**src/rtl/tap_pkg.sv**
```systemverilog
// Shared types and constants of the Taylor angle predictor.
// No dependencies; every other file but tap_checker imports this package.
package tap_pkg;

  localparam int DEF_MAX_ORDER = 4;

  localparam int TERM_W = 48;   // derivative terms, signed Q16.32
  localparam int MOM_W  = 40;   // moments, unsigned Q32.8 us
  localparam int DIFF_W = 49;   // difference of two terms
  localparam int MD_M_W = 28;   // multiplier operand of the muldiv unit
  localparam int PROD_W = DIFF_W + MD_M_W;

  localparam logic [MD_M_W-1:0] TIME_SCALE = MD_M_W'(256000000);
  localparam logic [MOM_W-1:0]  US_PER_S   = MOM_W'(1000000);
  localparam logic signed [DIFF_W-1:0] PI_Q32     = DIFF_W'(64'sd13493037705);
  localparam logic signed [DIFF_W-1:0] TWO_PI_Q32 = DIFF_W'(64'sd26986075409);

  localparam logic [2:0]  RST_ORDER      = 3'd3;
  localparam logic [15:0] RST_CONFIDENCE = 16'd52429;
  localparam logic [15:0] RST_MIN_IV     = 16'd100;
  localparam logic [29:0] RST_JUMP_LIMIT = 30'd168662974;

  typedef enum logic [1:0] {
    CFG_ORDER      = 2'd0,
    CFG_CONFIDENCE = 2'd1,
    CFG_MIN_IV     = 2'd2,
    CFG_JUMP_LIMIT = 2'd3
  } cfg_idx_t;

  typedef enum logic [1:0] {
    ST_ACCEPTED = 2'd0,
    ST_TOO_SOON = 2'd1,
    ST_JUMP     = 2'd2,
    ST_QUERY    = 2'd3
  } res_status_t;

  typedef enum logic [3:0] {
    OP_NONE, OP_LATCH, OP_L0, OP_EST, OP_WMUL, OP_BL1, OP_BL2, OP_BL3,
    OP_COPY, OP_PINIT, OP_TLOAD, OP_TSTEP, OP_TSAVE, OP_TSUM, OP_OUT
  } dp_op_t;

  typedef struct packed {
    logic md_done;
    logic action;
    logic too_soon;
    logic jumped;
  } dp_sts_t;

endpackage

```
**src/rtl/tap_ctrl.sv**
```systemverilog
// Sequencer: walks the sample update and the Taylor sums level by level.
// Uses tap_pkg; issues dp_op_t commands to tap_dp.
module tap_ctrl import tap_pkg::*; #(
  parameter int MAX_ORDER = DEF_MAX_ORDER,
  localparam int IW = (MAX_ORDER > 1) ? $clog2(MAX_ORDER) : 1,
  localparam int LW = $clog2(MAX_ORDER + 1)
) (
  input  logic                 clk,
  input  logic                 rst_n,
  input  logic                 in_tvalid,
  output logic                 in_tready,
  input  logic                 out_tready,
  output logic                 out_tvalid,
  input  logic [2:0]           cfg_order,
  input  dp_sts_t              sts,
  input  logic [MAX_ORDER-1:0] cur_known,
  input  logic [MAX_ORDER-1:0] prev_known,
  output dp_op_t               op,
  output logic [LW-1:0]        lvl,
  output logic [LW-1:0]        kstep,
  output logic [LW-1:0]        ord
);

  typedef enum logic [3:0] {
    S_IDLE, S_L0, S_CHK, S_LVL, S_EWAIT, S_WMUL, S_BL1, S_BL2, S_BL3,
    S_COPY, S_PINIT, S_PLVL, S_PSTEP, S_PWAIT, S_PSUM, S_OUT
  } state_t;

  state_t        state_r;
  logic [LW-1:0] lvl_r, k_r, lvl_m1;
  logic          est_go, tay_go, out_go;

  always_comb begin
    if (cfg_order == 3'd0)
      ord = LW'(1);
    else if (int'(cfg_order) > MAX_ORDER)
      ord = LW'(MAX_ORDER);
    else
      ord = LW'(cfg_order);
    lvl_m1 = lvl_r - LW'(1);
    est_go = (lvl_r < ord) && prev_known[lvl_m1[IW-1:0]];
    tay_go = (lvl_r < ord) && cur_known[lvl_r[IW-1:0]];
    out_go = !out_tvalid || out_tready;
  end

  always_comb begin
    op = OP_NONE;
    unique case (state_r)
      S_IDLE:  if (in_tvalid) op = OP_LATCH;
      S_L0:    if (!sts.action) op = OP_L0;
      S_LVL:   if (est_go) op = OP_EST;
      S_WMUL:  op = OP_WMUL;
      S_BL1:   op = OP_BL1;
      S_BL2:   op = OP_BL2;
      S_BL3:   op = OP_BL3;
      S_COPY:  op = OP_COPY;
      S_PINIT: op = OP_PINIT;
      S_PLVL:  if (tay_go) op = OP_TLOAD;
      S_PSTEP: op = OP_TSTEP;
      S_PWAIT: if (sts.md_done) op = OP_TSAVE;
      S_PSUM:  op = OP_TSUM;
      S_OUT:   if (out_go) op = OP_OUT;
      default: op = OP_NONE;
    endcase
  end

  always_ff @(posedge clk) begin
    if (!rst_n) begin
      state_r    <= S_IDLE;
      lvl_r      <= '0;
      k_r        <= '0;
      out_tvalid <= 1'b0;
    end else begin
      if ((state_r == S_OUT) && out_go)
        out_tvalid <= 1'b1;
      else if (out_tready)
        out_tvalid <= 1'b0;
      unique case (state_r)
        S_IDLE:  if (in_tvalid) state_r <= S_L0;
        S_L0:    state_r <= sts.action ? S_PINIT : S_CHK;
        S_CHK: begin
          if (sts.too_soon)
            state_r <= S_PINIT;
          else if (sts.jumped)
            state_r <= S_COPY;
          else begin
            lvl_r   <= LW'(1);
            state_r <= S_LVL;
          end
        end
        S_LVL: begin
          if (est_go) begin
            k_r     <= LW'(1);
            state_r <= S_EWAIT;
          end else
            state_r <= S_COPY;
        end
        S_EWAIT: if (sts.md_done) state_r <= (k_r < lvl_r) ? S_WMUL : S_BL1;
        S_WMUL: begin
          k_r     <= k_r + LW'(1);
          state_r <= ((k_r + LW'(1)) < lvl_r) ? S_WMUL : S_BL1;
        end
        S_BL1: state_r <= S_BL2;
        S_BL2: state_r <= S_BL3;
        S_BL3: begin
          lvl_r   <= lvl_r + LW'(1);
          state_r <= S_LVL;
        end
        S_COPY: state_r <= S_PINIT;
        S_PINIT: begin
          lvl_r   <= LW'(1);
          state_r <= S_PLVL;
        end
        S_PLVL: begin
          if (tay_go) begin
            k_r     <= LW'(1);
            state_r <= S_PSTEP;
          end else
            state_r <= S_OUT;
        end
        S_PSTEP: state_r <= S_PWAIT;
        S_PWAIT: begin
          if (sts.md_done) begin
            if (k_r == lvl_r)
              state_r <= S_PSUM;
            else begin
              k_r     <= k_r + LW'(1);
              state_r <= S_PSTEP;
            end
          end
        end
        S_PSUM: begin
          lvl_r   <= lvl_r + LW'(1);
          state_r <= S_PLVL;
        end
        S_OUT: begin
          if (out_go)
            state_r <= S_IDLE;
        end
        default: state_r <= S_IDLE;
      endcase
    end
  end

  assign in_tready = (state_r == S_IDLE);
  assign lvl       = lvl_r;
  assign kstep     = k_r;

endmodule

```
**config.mk**
```make
export PLATFORM = sky130hd
export DESIGN_NAME = tap_ctrl
export DESIGN_NICKNAME = d
export VERILOG_FILES = /design/src/rtl/tap_pkg.sv /design/src/rtl/tap_ctrl.sv
export SDC_FILE = /design/constraint.sdc
export NUM_CORES = 1
export LEC_CHECK = 0
export BUFFER_PORTS_ARGS = -buffer_cell sky130_fd_sc_hd__buf_2
export CAP_MARGIN = 20
export CORE_MARGIN = 1.5
export CORE_UTILIZATION = 35
export CTS_CLUSTER_DIAMETER = 200
export DETAILED_ROUTE_END_ITERATION = 10
export GPL_TIMING_DRIVEN = 0
export PLACE_DENSITY = 0.68
export SETUP_SLACK_MARGIN = 0.3
export SYNTH_ARGS = -nofsm -noshare
export SYNTH_HDL_FRONTEND = slang
export SYNTH_SLANG_ARGS = --single-unit
```
**constraint.sdc**
```tcl
create_clock -name clk -period 2.6 [get_ports clk]
set_clock_uncertainty 0.15 [all_clocks]
set_input_delay 0.26 -clock clk [delete_from_list [all_inputs] [get_ports clk]]
set_output_delay 0.26 -clock clk [all_outputs]
set_load 0.02 [all_outputs]
```
* Word level (Yosys, flattened, before mapping)
Index checks and enable logic that the tools add are counted.
** Word-level totals
- Bits of input ports :: 19
- Logic and storage cells :: 89
- Register bits :: 11
- Output and inout bits :: 15
** Operators by class
- Multiplexer cells :: 36
- $lt $le $gt $ge :: 6
- Add/sub/neg operators :: 3
- Reductions and logical operators :: 15
- Equal/unequal tests :: 25
** Operators by type and width (count)
- one-hot mux 4 bit (15 select lines) :: 1
- one-hot mux 4 bit (14 select lines) :: 1
- two-way mux 4 bit :: 11
- == test 4 bit, second input constant :: 8
- two-way mux 3 bit :: 8
- != test 2 bit, second input constant :: 9
- == test 4 x 3 -> 1 bit, second input constant :: 4
- two-way mux 2 bit :: 6
- one-hot mux 3 bit (4 select lines) :: 1
- less-than comparator 3 bit :: 3
- one-hot mux 3 bit (3 select lines) :: 1
- == test 4 x 2 -> 1 bit, second input constant :: 2
- adder 3 x 1 -> 3 bit, second input constant :: 2
- less-than comparator 2 x 3 -> 1 bit, second input constant :: 2
- two-way mux 1 bit :: 5
- AND reduction 5 bit :: 1
- binary-select mux 1 bit (select 2 bit) :: 2
- == test 4 x 1 -> 1 bit, second input constant :: 1
- zero test 4 bit :: 1
- AND reduction 4 bit :: 1
- nonzero test 4 bit :: 1
- OR reduction 2 bit :: 2
- == test 3 bit :: 1
- greater-than comparator 3 bit, second input constant :: 1
- 8 further kinds :: 10

* Depth between registers and ports, before layout
Gate-level depths: netlist of run 1.
- Word-level depth :: 7
- Gate-level depth with buffers :: 8
- Depth with buffers taken out :: 8

* Worst setup path after synthesis of run 1
Ideal clock, no wire load.
- Path type :: reg-to-reg
- From :: register lvl_r[2] (netlist: lvl[2])
- To :: register k_r[2] (netlist: kstep[2])
- Data arrival time :: 2.164 ns
- Cell stages (with the launch flop) :: 7
- Setup slack :: 0.194 ns
- Required time :: 2.358 ns
- Path buffers :: 0
- Clock period less this slack :: 2.406 ns
- Setup time :: 0.092 ns
- Path through :: dfxtp_1 -> ha_1 -> or3_4 -> o32ai_4 -> a21boi_2 -> or4_4 -> o32ai_1
** Between the ends
- Cells in the longest elaborated chain, start to end :: 4
- Elaborated cells between the ends (all ways) :: 8
- Those cells by class :: order compare (1); eq/ne (4); reduce/logical (3)
** Ends and longest elaborated chain
- start, declared :: line tap_ctrl.sv:30 : logic [LW-1:0] lvl_r, k_r, lvl_m1;
- start signal, assigned :: line tap_ctrl.sv:106 : lvl_r <= lvl_r + LW'(1);
- start signal, assigned :: line tap_ctrl.sv:133 : lvl_r <= lvl_r + LW'(1);
- less-than comparator 3 bit :: line tap_ctrl.sv:41, tap_ctrl.sv:42
- logical AND 1 bit (on tied branches) :: line tap_ctrl.sv:42, tap_ctrl.sv:41
- != test 2 bit (no line)
- AND reduction 5 bit (no line) *
- end signal, assigned :: line tap_ctrl.sv:100 : k_r <= k_r + LW'(1);
- end signal, assigned :: line tap_ctrl.sv:127 : k_r <= k_r + LW'(1);
- end, declared :: line tap_ctrl.sv:30
Mark *: on every way between the ends. The rest lies on a longest branch, timed or not.
A chain may end at the register's enable or synchronous reset.

* Worst setup path after layout of run 1
- From :: register lvl_r[1] (netlist: lvl[1])
- To :: register k_r[2] (netlist: kstep[2])
** Between the ends
- Cells in the longest elaborated chain, start to end :: 6
- Elaborated cells between the ends (all ways) :: 13
- Those cells by class :: add/sub (1); order compare (1); eq/ne (4); mux (4); reduce/logical (3)
** Ends and longest elaborated chain
- subtractor 2 x 1 -> 2 bit :: line tap_ctrl.sv:40 : lvl_m1 = lvl_r - LW'(1);
- binary-select mux 1 bit (select 2 bit) :: line tap_ctrl.sv:41 : est_go = (lvl_r < ord) && prev_known[lvl_m1[IW-1:0]];
- two-way mux 1 bit (not written as such) :: line tap_ctrl.sv:41
- logical AND 1 bit :: line tap_ctrl.sv:41
- != test 2 bit (no line)
- AND reduction 5 bit (no line) *
Mark *: on every way between the ends. The rest lies on a longest branch, timed or not. The select of a mux whose other input is x is not followed.

==> impl_metrics.ini, run 1 <==
[power]
internal_power_uw = 298
p_total_uw = 456
cellLeakagePower_uw = 0.000727
p_per_area_nw_per_um2 = 280
p_clk_share_pct = 28.0
switchingPower_uw = 158
power_switching_share_pct = 34.6
combPwrFrac_pct = 33.9
seqPwrFrac_pct = 38.1
vdd_drop_max_v = 0.000150

[die]
die_h_um = 63.4
die_area_um2 = 4020
ios = 34
core_area_um2 = 3420
die_w_um = 63.4
start_util_pct = 37.4
rows = 21

[timing]
tightestPinTransition_ns = 0.622
finalCriticalPeriod_ns = 2.35
final.period_utilization_pct = 90.2
timing.fmax_mhz = 426
tns_ns = 0
whs_ns = 0.129
rsz0062_at_grt = yes
final-setup-viol-count = 0
slew_headroom_pct = 58.0
hold_viol_final = 0
slew_viol_final = 0

[worst_hold_path]
hold_path_class = in -> reg
holdPathEnd = state_r[1]$_SDFFE_PN0P_
min_from = rst_n
whs_path_depth = 3

[clock_tree]
numCtsBuffers = 3
clock_sinks = 11
cts_htree_levels = 1
insertion_delay_ns = 0.28
cts_tree = done
clock_tree.root_cell = clkbuf_4
hold_buffers = 0
cts.path.max_buffers = 2
clkTransAtPathRegs_ns = 0.08

[logic_synthesis]
syn_inst = 160
ys_seq_elements = 11
netlist_area_um2 = 1280
yosysUniqueCellTypes = 51
syn_nets = 189
synth_ff_type = dfxtp_1
synth-seq-area-share_pct = 17.2
yosys_warnings = 0
synth.area.top_cells = dfxtp_1 17%, ha_1 9.8%, clkbuf_8 5.4%
synth_area_per_cell_um2 = 7.98
synth_top_area_share_pct = 17.2
synthArstFlopShare_pct = 0
synth_edf_count = 0
yosys.area.top_type = dfxtp_1

[worst_setup_path]
rrSetupSlack_ns = 0.25
worstSetupPathType = reg -> reg
endpoint_kind = flip-flop
crit_family = simple AND/OR/NAND/NOR gates
cp_slowest_cell = or4_4
crit_fanout = 4
worst_ep_required_time_ns = 2.65
r2r_cells = 6
cp.arrival_ns = 2.39
start_kind = flip-flop
r2r_start = lvl[1]$_SDFFE_PN0P_
path_cells = ha_4, or3_4, o32ai_4, a21boi_2, or4_4, o32ai_2
crit_buf_inv = 0
r2r-end = kstep[2]$_SDFFE_PN0P_
cpPeakStageDelay_ns = 0.57

[place]
dp_cells = 239
place.gp.congestion = 0.833
portBuffers = 33
place_area_um2 = 1550
hpwl_um = 2550

[grt]
grt_pass1_vias = 1290
track_usage_pct = 17.5
grt_pass1_wl_um = 5740
grt-ovfl-total = 0
antenna_found_initial = 0
grt_max_degree = 11

[routing]
drc = 0
drtIter0Drc = 95
routed_wl_um = 3290
wl_met2_um = 1540
met1Wirelength_um = 1600
via_per_inst = 5.26
antenna_left = 0
routedWlPerCell_um = 13.3
first_pass_iters = 4
num_vias = 1298
routed-wl-met3_um = 104
highest_layer = met4

[cells_and_area]
diodes = 0
layout.nets = 231
final_cells = 247
layout_common_cells = 31 x buf_2, 15 x nand2_1, 10 x nor2_1
drive_above_1_share_pct = 35.3
final_area_um2 = 1630
final_common_cell = buf_2
synthToLayoutAreaGrowth_pct = 27.6

[job]
cap_violations = 0

[outcome]
status = complete, no violations
[sequential cells by signal, indices dropped and copies added, names as in the netlist]
signal	cells
lvl	3
state_r	4
out_tvalid	1
kstep	3
[power by group through the flow]
stage               sequential [uW]  clock [uW]  combinational [uW]
finish                          174         128                 155
global route                    175         136                 170
CTS                             174         129                 151
detailed placement              178           0                 149
global placement                178           0                 149
floorplan                       178           0                 103
[synth_stat cells (2+ instances only)]
library cell  instances
dfxtp_1              11
nor4_1                5
a22o_1                3
nor3b_1               3
inv_1                 8
nand3_1               5
o21ai_0              10
o22ai_1               3
nor2b_1               9
o21a_1                4
a21oi_1               6
nand3b_1              2
nand2_1              17
clkbuf_1              6
a221oi_1              2
clkbuf_8              5
a21boi_2              2
a21o_1                3
nand2b_1              4
nor2_1               10
ha_1                 10
xor2_1                2
nor3_1                2
[worst max-delay path by stage]
stage	startpoint	endpoint	slack, ns	cells past startpoint
finish	lvl[1]$_SDFFE_PN0P_	kstep[2]$_SDFFE_PN0P_	0.25	6
global route	lvl[1]$_SDFFE_PN0P_	kstep[2]$_SDFFE_PN0P_	0.19	6
detailed placement	cfg_order[2]	kstep[2]$_SDFFE_PN0P_	0.01	9
floorplan	lvl[1]$_SDFFE_PN0P_	kstep[2]$_SDFFE_PN0P_	0.29	6
CTS	lvl[1]$_SDFFE_PN0P_	op[1]	0.29	6
global placement	cfg_order[2]	kstep[2]$_SDFFE_PN0P_	0.02	9
[cell type report]
type,instances,area (um^2)
Buffer,11,97.6
Clock buffer,4,26.3
Fill cell,348,1790
Inverter,8,32.5
Multi-Input combinational cell,130,983
Sequential cell,11,229
Tap cell,46,57.6
Timing Repair Buffer,37,204
[worst min-delay path: cells and delay by family]
family / cells / cell delay (ns)
buf+inv: 1 / 0.14
simple gates: 1 / 0.07
compound gates: 1 / 0.05
[layer usage]
metal	vias up	global-route usage, %
li1	674	-
met1	591	23.3
met2	28	29.6
met3	5	1.61
met4	0	5.71
met5	-	0
[cells by family after synthesis]
| group | after synthesis | synth area share (%) |
|---|---|---|
| simple gates | 66 | 28.2 |
| compound gates | 48 | 28.4 |
| buf+inv | 19 | 9.50 |
| flops | 11 | 17.2 |
| fa+ha+maj | 10 | 9.79 |
| mux | 4 | 5.49 |
| xor+xnor | 2 | 1.37 |
[timing repair]
item | CTS | global route
endpoints found under the setup margin | 7 | 7
resized for setup | 4 | 12
pin swaps | 3 | 2
cloned | 0 | 0
setup buffers | 3 | 1
[metrics by stage]
stage / setup slack [ns] / utilization (%)
2_1_floorplan: 0.287 / -
3_3_place_gp: 0.0185 / 45.2
3_5_place_dp: 0.0109 / 45.2
4_1_cts: 0.287 / 46.9
5_1_grt: 0.187 / 47.7
6_report: 0.255 / 47.7
Note: power is estimated with default switching activity, not from simulation.
==> inputs of run 2 (changes only) <==
==> constraint.sdc (replaced) <==
create_clock -name clk -period 2.6 [get_ports clk]
set_clock_uncertainty 0.15 [all_clocks]
set_input_delay 0.13 -clock clk [delete_from_list [all_inputs] [get_ports clk]]
set_output_delay 0.13 -clock clk [all_outputs]
set_load 0.02 [all_outputs]
==> run 2 against run 1 <==
Compared with the run above:
- sequential power is essentially flat
- hold slack lost 0.074 ns
- count of clock-buffer cells in the layout is the same
- sequential cell count is the same
- clock power shrank 3%
- via count grew 2.2%
- core utilization shrank 0.99 points
- non-clock buffer count shrank 1
- worst setup slack gained 0.062 ns
==> impl_metrics.ini, run 2 (synthesis results as in run 1) <==
[place]
portBuffers = 33
place.gp.congestion = 0.896
hpwl_um = 2580
dp_cells = 239
place_area_um2 = 1540

[grt]
busiest_layer = met2
grt_max_degree = 11
track_usage_pct = 16.4
grt_pass1_vias = 1214
grt_use_met1_pct = 21.4
grtUsageMet2_pct = 27.1
grt_use_met3_pct = 2.68
grt_pass1_wl_um = 5380
antenna_found_initial = 0
grt-ovfl-total = 0

[timing]
timing.fmax_mhz = 438
slew_headroom_pct = 51.4
rsz0062_at_grt = yes
tightestPinTransition_ns = 0.719
tns_ns = 0
slew_viol_final = 0
final.period_utilization_pct = 87.8
finalCriticalPeriod_ns = 2.28
hold_viol_final = 0
final-setup-viol-count = 0

[routing]
num_vias = 1327
via_per_inst = 5.39
drtIter0Drc = 53
first_pass_iters = 4
drc = 0
routed_wl_um = 3320
routedWlPerCell_um = 13.5
antenna_left = 0

[outcome]
status = complete, no violations

[power]
combPwrFrac_pct = 33.8
p_per_area_nw_per_um2 = 281
cellLeakagePower_uw = 0.000717
p_clk_share_pct = 27.5
switchingPower_uw = 153
seqPwrFrac_pct = 38.7
power_switching_share_pct = 34.0
internal_power_uw = 296
vdd_drop_max_v = 0.000205
p_total_uw = 449

[cells_and_area]
largest_reg_flops = 4
post-route-util_pct = 46.7
drive_above_1_share_pct = 31.0
diodes = 0
largest-register = state_r
final_area_um2 = 1600
final_cells = 246
layout_common_cells = 33 x buf_2, 17 x nand2_1, 10 x nor2_1, 10 x o21ai_0
synthToLayoutAreaGrowth_pct = 25.0
layout.nets = 230
final_common_cell = buf_2

[worst_setup_path]
cp.arrival_ns = 2.33
worstSetupPathType = reg -> reg
crit_fanout = 4
start_kind = flip-flop
worst_ep_required_time_ns = 2.64
endpoint_kind = flip-flop

[clock_tree]
cts_tree = done
clock_tree.root_cell = clkbuf_4
clock_sinks = 11
insertion_delay_ns = 0.27
cts_htree_levels = 1
clkTransAtPathRegs_ns = 0.08
cts.path.max_buffers = 2
numCtsBuffers = 3

[worst_hold_path]
hold_path_class = in -> reg

[die]
ios = 34
die_area_um2 = 4020
core_area_um2 = 3420
die_w_um = 63.4
rows = 21
die_h_um = 63.4
start_util_pct = 37.4

[job]
cap_violations = 0
run 2: area by class of cell:
| class | count | area (um^2) |
|---|---|---|
| well taps | 46 | 57.6 |
| multi-input cells | 130 | 968 |
| plain buffers | 11 | 96.3 |
| fillers | 359 | 1820 |
| inverters | 8 | 30.0 |
| flip-flops and latches | 11 | 228 |
| clock buffers | 4 | 26.3 |
| repair buffers | 36 | 190 |
run 2: worst paths after layout:
check                       endpoint  slack, ns  cells past startpoint             startpoint
max            kstep[2]$_SDFFE_PN0P_       0.32                      6    lvl[1]$_SDFFE_PN0P_
min          out_tvalid$_SDFFE_PN0P_       0.05                      3             out_tready
max reg2reg    kstep[2]$_SDFFE_PN0P_       0.32                      6    lvl[1]$_SDFFE_PN0P_
min reg2reg    kstep[1]$_SDFFE_PN0P_       0.37                      2  kstep[1]$_SDFFE_PN0P_
run 2: worst max-delay path, cell delays in order, from the launching register on:
cell	delay [ns]
dfxtp_4	0.37
ha_4	0.16
or3_4	0.37
o32ai_4	0.29
a21boi_2	0.11
or4_4	0.56
o32ai_2	0.20
run 2: repair_timing:
| action | CTS | global route |
|---|---|---|
| gates resized for setup | 1 | 6 |
| endpoints found under the setup margin | 6 | 6 |
| pin swaps | 2 | 0 |
| hold endpoints to repair | 1 | 0 |
| setup buffers | 1 | 1 |
| hold buffers | 1 | 0 |
run 2: stage by stage:
stage          setup slack [ns]  hold slack [ns]
3_5_place_dp             0.0574            0.287
5_1_grt                   0.248           0.0708
2_1_floorplan             0.287            0.113
3_3_place_gp             0.0486            0.282
6_report                  0.317           0.0549
4_1_cts                   0.305           0.0549
run 2: power groups by stage:
stage	Sequential [uW]	Combinational [uW]	Clock, uW
after floorplan	178	102	0
after global placement	178	148	0
after detailed placement	178	149	0
after CTS	174	151	127
after global routing	174	166	135
final	174	152	124
run 2: routing by layer:
metal  share of wire (%)  up-vias  wire length (um)
met3                 2.9        5                96
met2                  47       25              1560
li1                    -      674                 -
met5                   0        -                 0
met4                 1.1        0                38
met1                  49      623              1620
==> inputs of run 3 (changes only) <==
--- a/config.mk
+++ b/config.mk
@@ -5,6 +5,7 @@
 export SDC_FILE = /design/constraint.sdc
 export NUM_CORES = 1
 export LEC_CHECK = 0
+export ABC_AREA = 1
 export BUFFER_PORTS_ARGS = -buffer_cell sky130_fd_sc_hd__buf_2
 export CAP_MARGIN = 20
 export CORE_MARGIN = 1.5
@@ -12,7 +13,7 @@
 export CTS_CLUSTER_DIAMETER = 200
 export DETAILED_ROUTE_END_ITERATION = 10
 export GPL_TIMING_DRIVEN = 0
-export PLACE_DENSITY = 0.68
+export PLACE_DENSITY = 0.69
 export SETUP_SLACK_MARGIN = 0.3
 export SYNTH_ARGS = -nofsm -noshare
 export SYNTH_HDL_FRONTEND = slang
==> run 3 against run 2 <==
Compared with the run above:
- first-iteration DRC count grew 58%
- core utilization decreased by 0.50 points
- register-to-register slack gained 0.20 ns
- highest routed layer unchanged
- synthesized cell count rose by 31%
- critical path depth is 1 higher
==> impl_metrics.ini, run 3 <==
[outcome]
status = complete, no violations

[timing]
rsz0062_at_grt = no
final-setup-viol-count = 0
timing.fmax_mhz = 464
hold_viol_final = 0
slew_headroom_pct = 75.5
finalCriticalPeriod_ns = 2.16
tns_ns = 0
slew_viol_final = 0
final.period_utilization_pct = 83.0
tightestPinTransition_ns = 0.367

[logic_synthesis]
synth_ff_type = dfxtp_1
yosys_warnings = 0
synth.area.top_cells = nand2_1 19%, dfxtp_1 19%, ha_1 11%
synth_edf_count = 0
yosysUniqueCellTypes = 27
synth_area_per_cell_um2 = 5.65
synth-seq-area-share_pct = 18.7
ys_seq_elements = 11
synth.most_common_cell = nand2_1
netlist_area_um2 = 1180
syn_nets = 238
syn_inst = 209
synth_common_cells = 59 x nand2_1, 30 x nor2_1, 29 x inv_1, 16 x nand3_1, 15 x a21oi_1
synthArstFlopShare_pct = 0
yosys.area.top_type = nand2_1
synth_top_area_share_pct = 18.8

[cells_and_area]
largest_reg_flops = 4
largest-register = state_r
diodes = 0
layout.nets = 278
post-route-util_pct = 46.2
synthToLayoutAreaGrowth_pct = 22.6
final.fill_count = 336
drive_above_1_share_pct = 21.4
final_common_cell = nand2_1
layout_common_cells = 59 x nand2_1, 33 x buf_2, 30 x nor2_1

[clock_tree]
cts.path.max_buffers = 2
clock_sinks = 11
cts_tree = done
clock_tree.root_cell = clkbuf_4
clkTransAtPathRegs_ns = 0.08
insertion_delay_ns = 0.28
numCtsBuffers = 3
cts_htree_levels = 1
cts_resized = 0
cts_setup_buffers = 0

[power]
vdd_drop_max_v = 0.000328
p_clk_share_pct = 11.0
switchingPower_uw = 603
combPwrFrac_pct = 64.1
internal_power_uw = 526
seqPwrFrac_pct = 24.9
cellLeakagePower_uw = 0.000811
power_switching_share_pct = 53.4
p_per_area_nw_per_um2 = 781

[grt]
track_usage_pct = 18.4
antenna_found_initial = 0
grt-ovfl-total = 0
grt_pass1_wl_um = 5150
grt_pass1_vias = 1215
grt_max_degree = 11

[routing]
num_vias = 1380
drc = 0
first_pass_iters = 4
routed_wl_um = 3070
antenna_left = 0
drtIter0Drc = 84
via_per_inst = 4.73
routedWlPerCell_um = 10.5

[worst_setup_path]
worst_ep_required_time_ns = 2.32
crit_fanout = 10
start_kind = flip-flop
cp.arrival_ns = 1.88
endpoint_kind = primary output
worstSetupPathType = reg -> out

[place]
place.gp.congestion = 0.887
hpwl_um = 2510
portBuffers = 33

[worst_hold_path]
hold_path_class = in -> reg

[die]
start_util_pct = 37.7
die_area_um2 = 3730
rows = 20
ios = 34
core_area_um2 = 3130
die_h_um = 61.1
die_w_um = 61.1

[job]
cap_violations = 0
-- run 3: cell types whose count changed after synthesis, moves of 5 or more --
cell      delta
nor2b_1      -9
o21ai_0      -9
nand2_1     +42
nor2_1      +20
nor4_1       -5
nand3_1     +11
inv_2        +7
a21oi_1      +9
clkbuf_8     -5
inv_1       +21
clkbuf_1     -5
-- run 3: logic make-up after synthesis --
| kind of cell | count (synthesis) | share of synthesized area (%) |
|---|---|---|
| buffers and inverters | 37 | 11.8 |
| XOR/XNOR | 1 | 0.742 |
| adder cells (fa/ha/maj) | 10 | 10.6 |
| AO/OA/AOI/OAI | 26 | 12.8 |
| flip-flops | 11 | 18.7 |
| AND/OR/NAND/NOR | 124 | 45.4 |
-- run 3: what timing repair did --
item	in CTS	in global routing
hold buffers	2	0
setup endpoints to repair	0	0
endpoints found under the hold margin	5	0
-- run 3: final cells by class --
cell class / instances / area, um^2 / area share (%)
inverter: 36 / 135 / 9.34
sequential: 11 / 220 / 15.2
timing repair buffer: 35 / 185 / 12.8
clock buffer: 4 / 26.3 / 1.82
buffer: 1 / 3.75 / 0.260
multi-input combinational: 161 / 821 / 56.7
tap: 44 / 55.1 / 3.81
-- run 3: worst paths after layout --
check,start,to,slack [ns],cells after the start
min,in_tvalid,state_r[0]$_SDFFE_PN0P_,0.11,4
min reg2reg,lvl[2]$_SDFFE_PN0P_,lvl[2]$_SDFFE_PN0P_,0.39,2
max reg2reg,kstep[0]$_SDFFE_PN0P_,state_r[1]$_SDFFE_PN0P_,0.52,10
max,lvl[0]$_SDFFE_PN0P_,op[1],0.44,7
-- run 3: power groups by stage --
stage	clock [uW]	sequential (uW)	combinational (uW)
after floorplan	0	287	519
after global placement	0	284	714
after detailed placement	0	285	716
after CTS	129	280	723
after global routing	133	288	825
final	124	281	725
-- run 3: metal layers --
layer  wire, um  part of all wire (%)  up-vias  track usage, %
li1           -                     -      745               -
met1       1600                    52      589            27.5
met2       1260                    41       41            27.1
met3        159                   5.2        5            1.89
met4         48                   1.6        0            7.45
met5          0                     0        -               0
-- run 3: critical path, stage by stage (launching register included) --
cell and delay, ns:
dfxtp_1 0.55, ha_1 0.33, nor2_1 0.11, nand2_1 0.06, nand2_1 0.09, nand4_1 0.16
nand3_1 0.13, buf_2 0.16
-- run 3: through the flow --
step / area (um^2) / instances / power (uW) / hold WS (ns) / worst slack, ns
detailed placement: 1400 / 286 / 1000 / 0.264 / 0.505
global placement: 1400 / 286 / 998 / 0.262 / 0.522
CTS: 1450 / 292 / 1130 / 0.101 / 0.458
global route: 1450 / 292 / 1250 / 0.138 / 0.321
floorplan: 1180 / 209 / 806 / 0.100 / 0.593
finish: 1450 / 292 / 1130 / 0.113 / 0.443
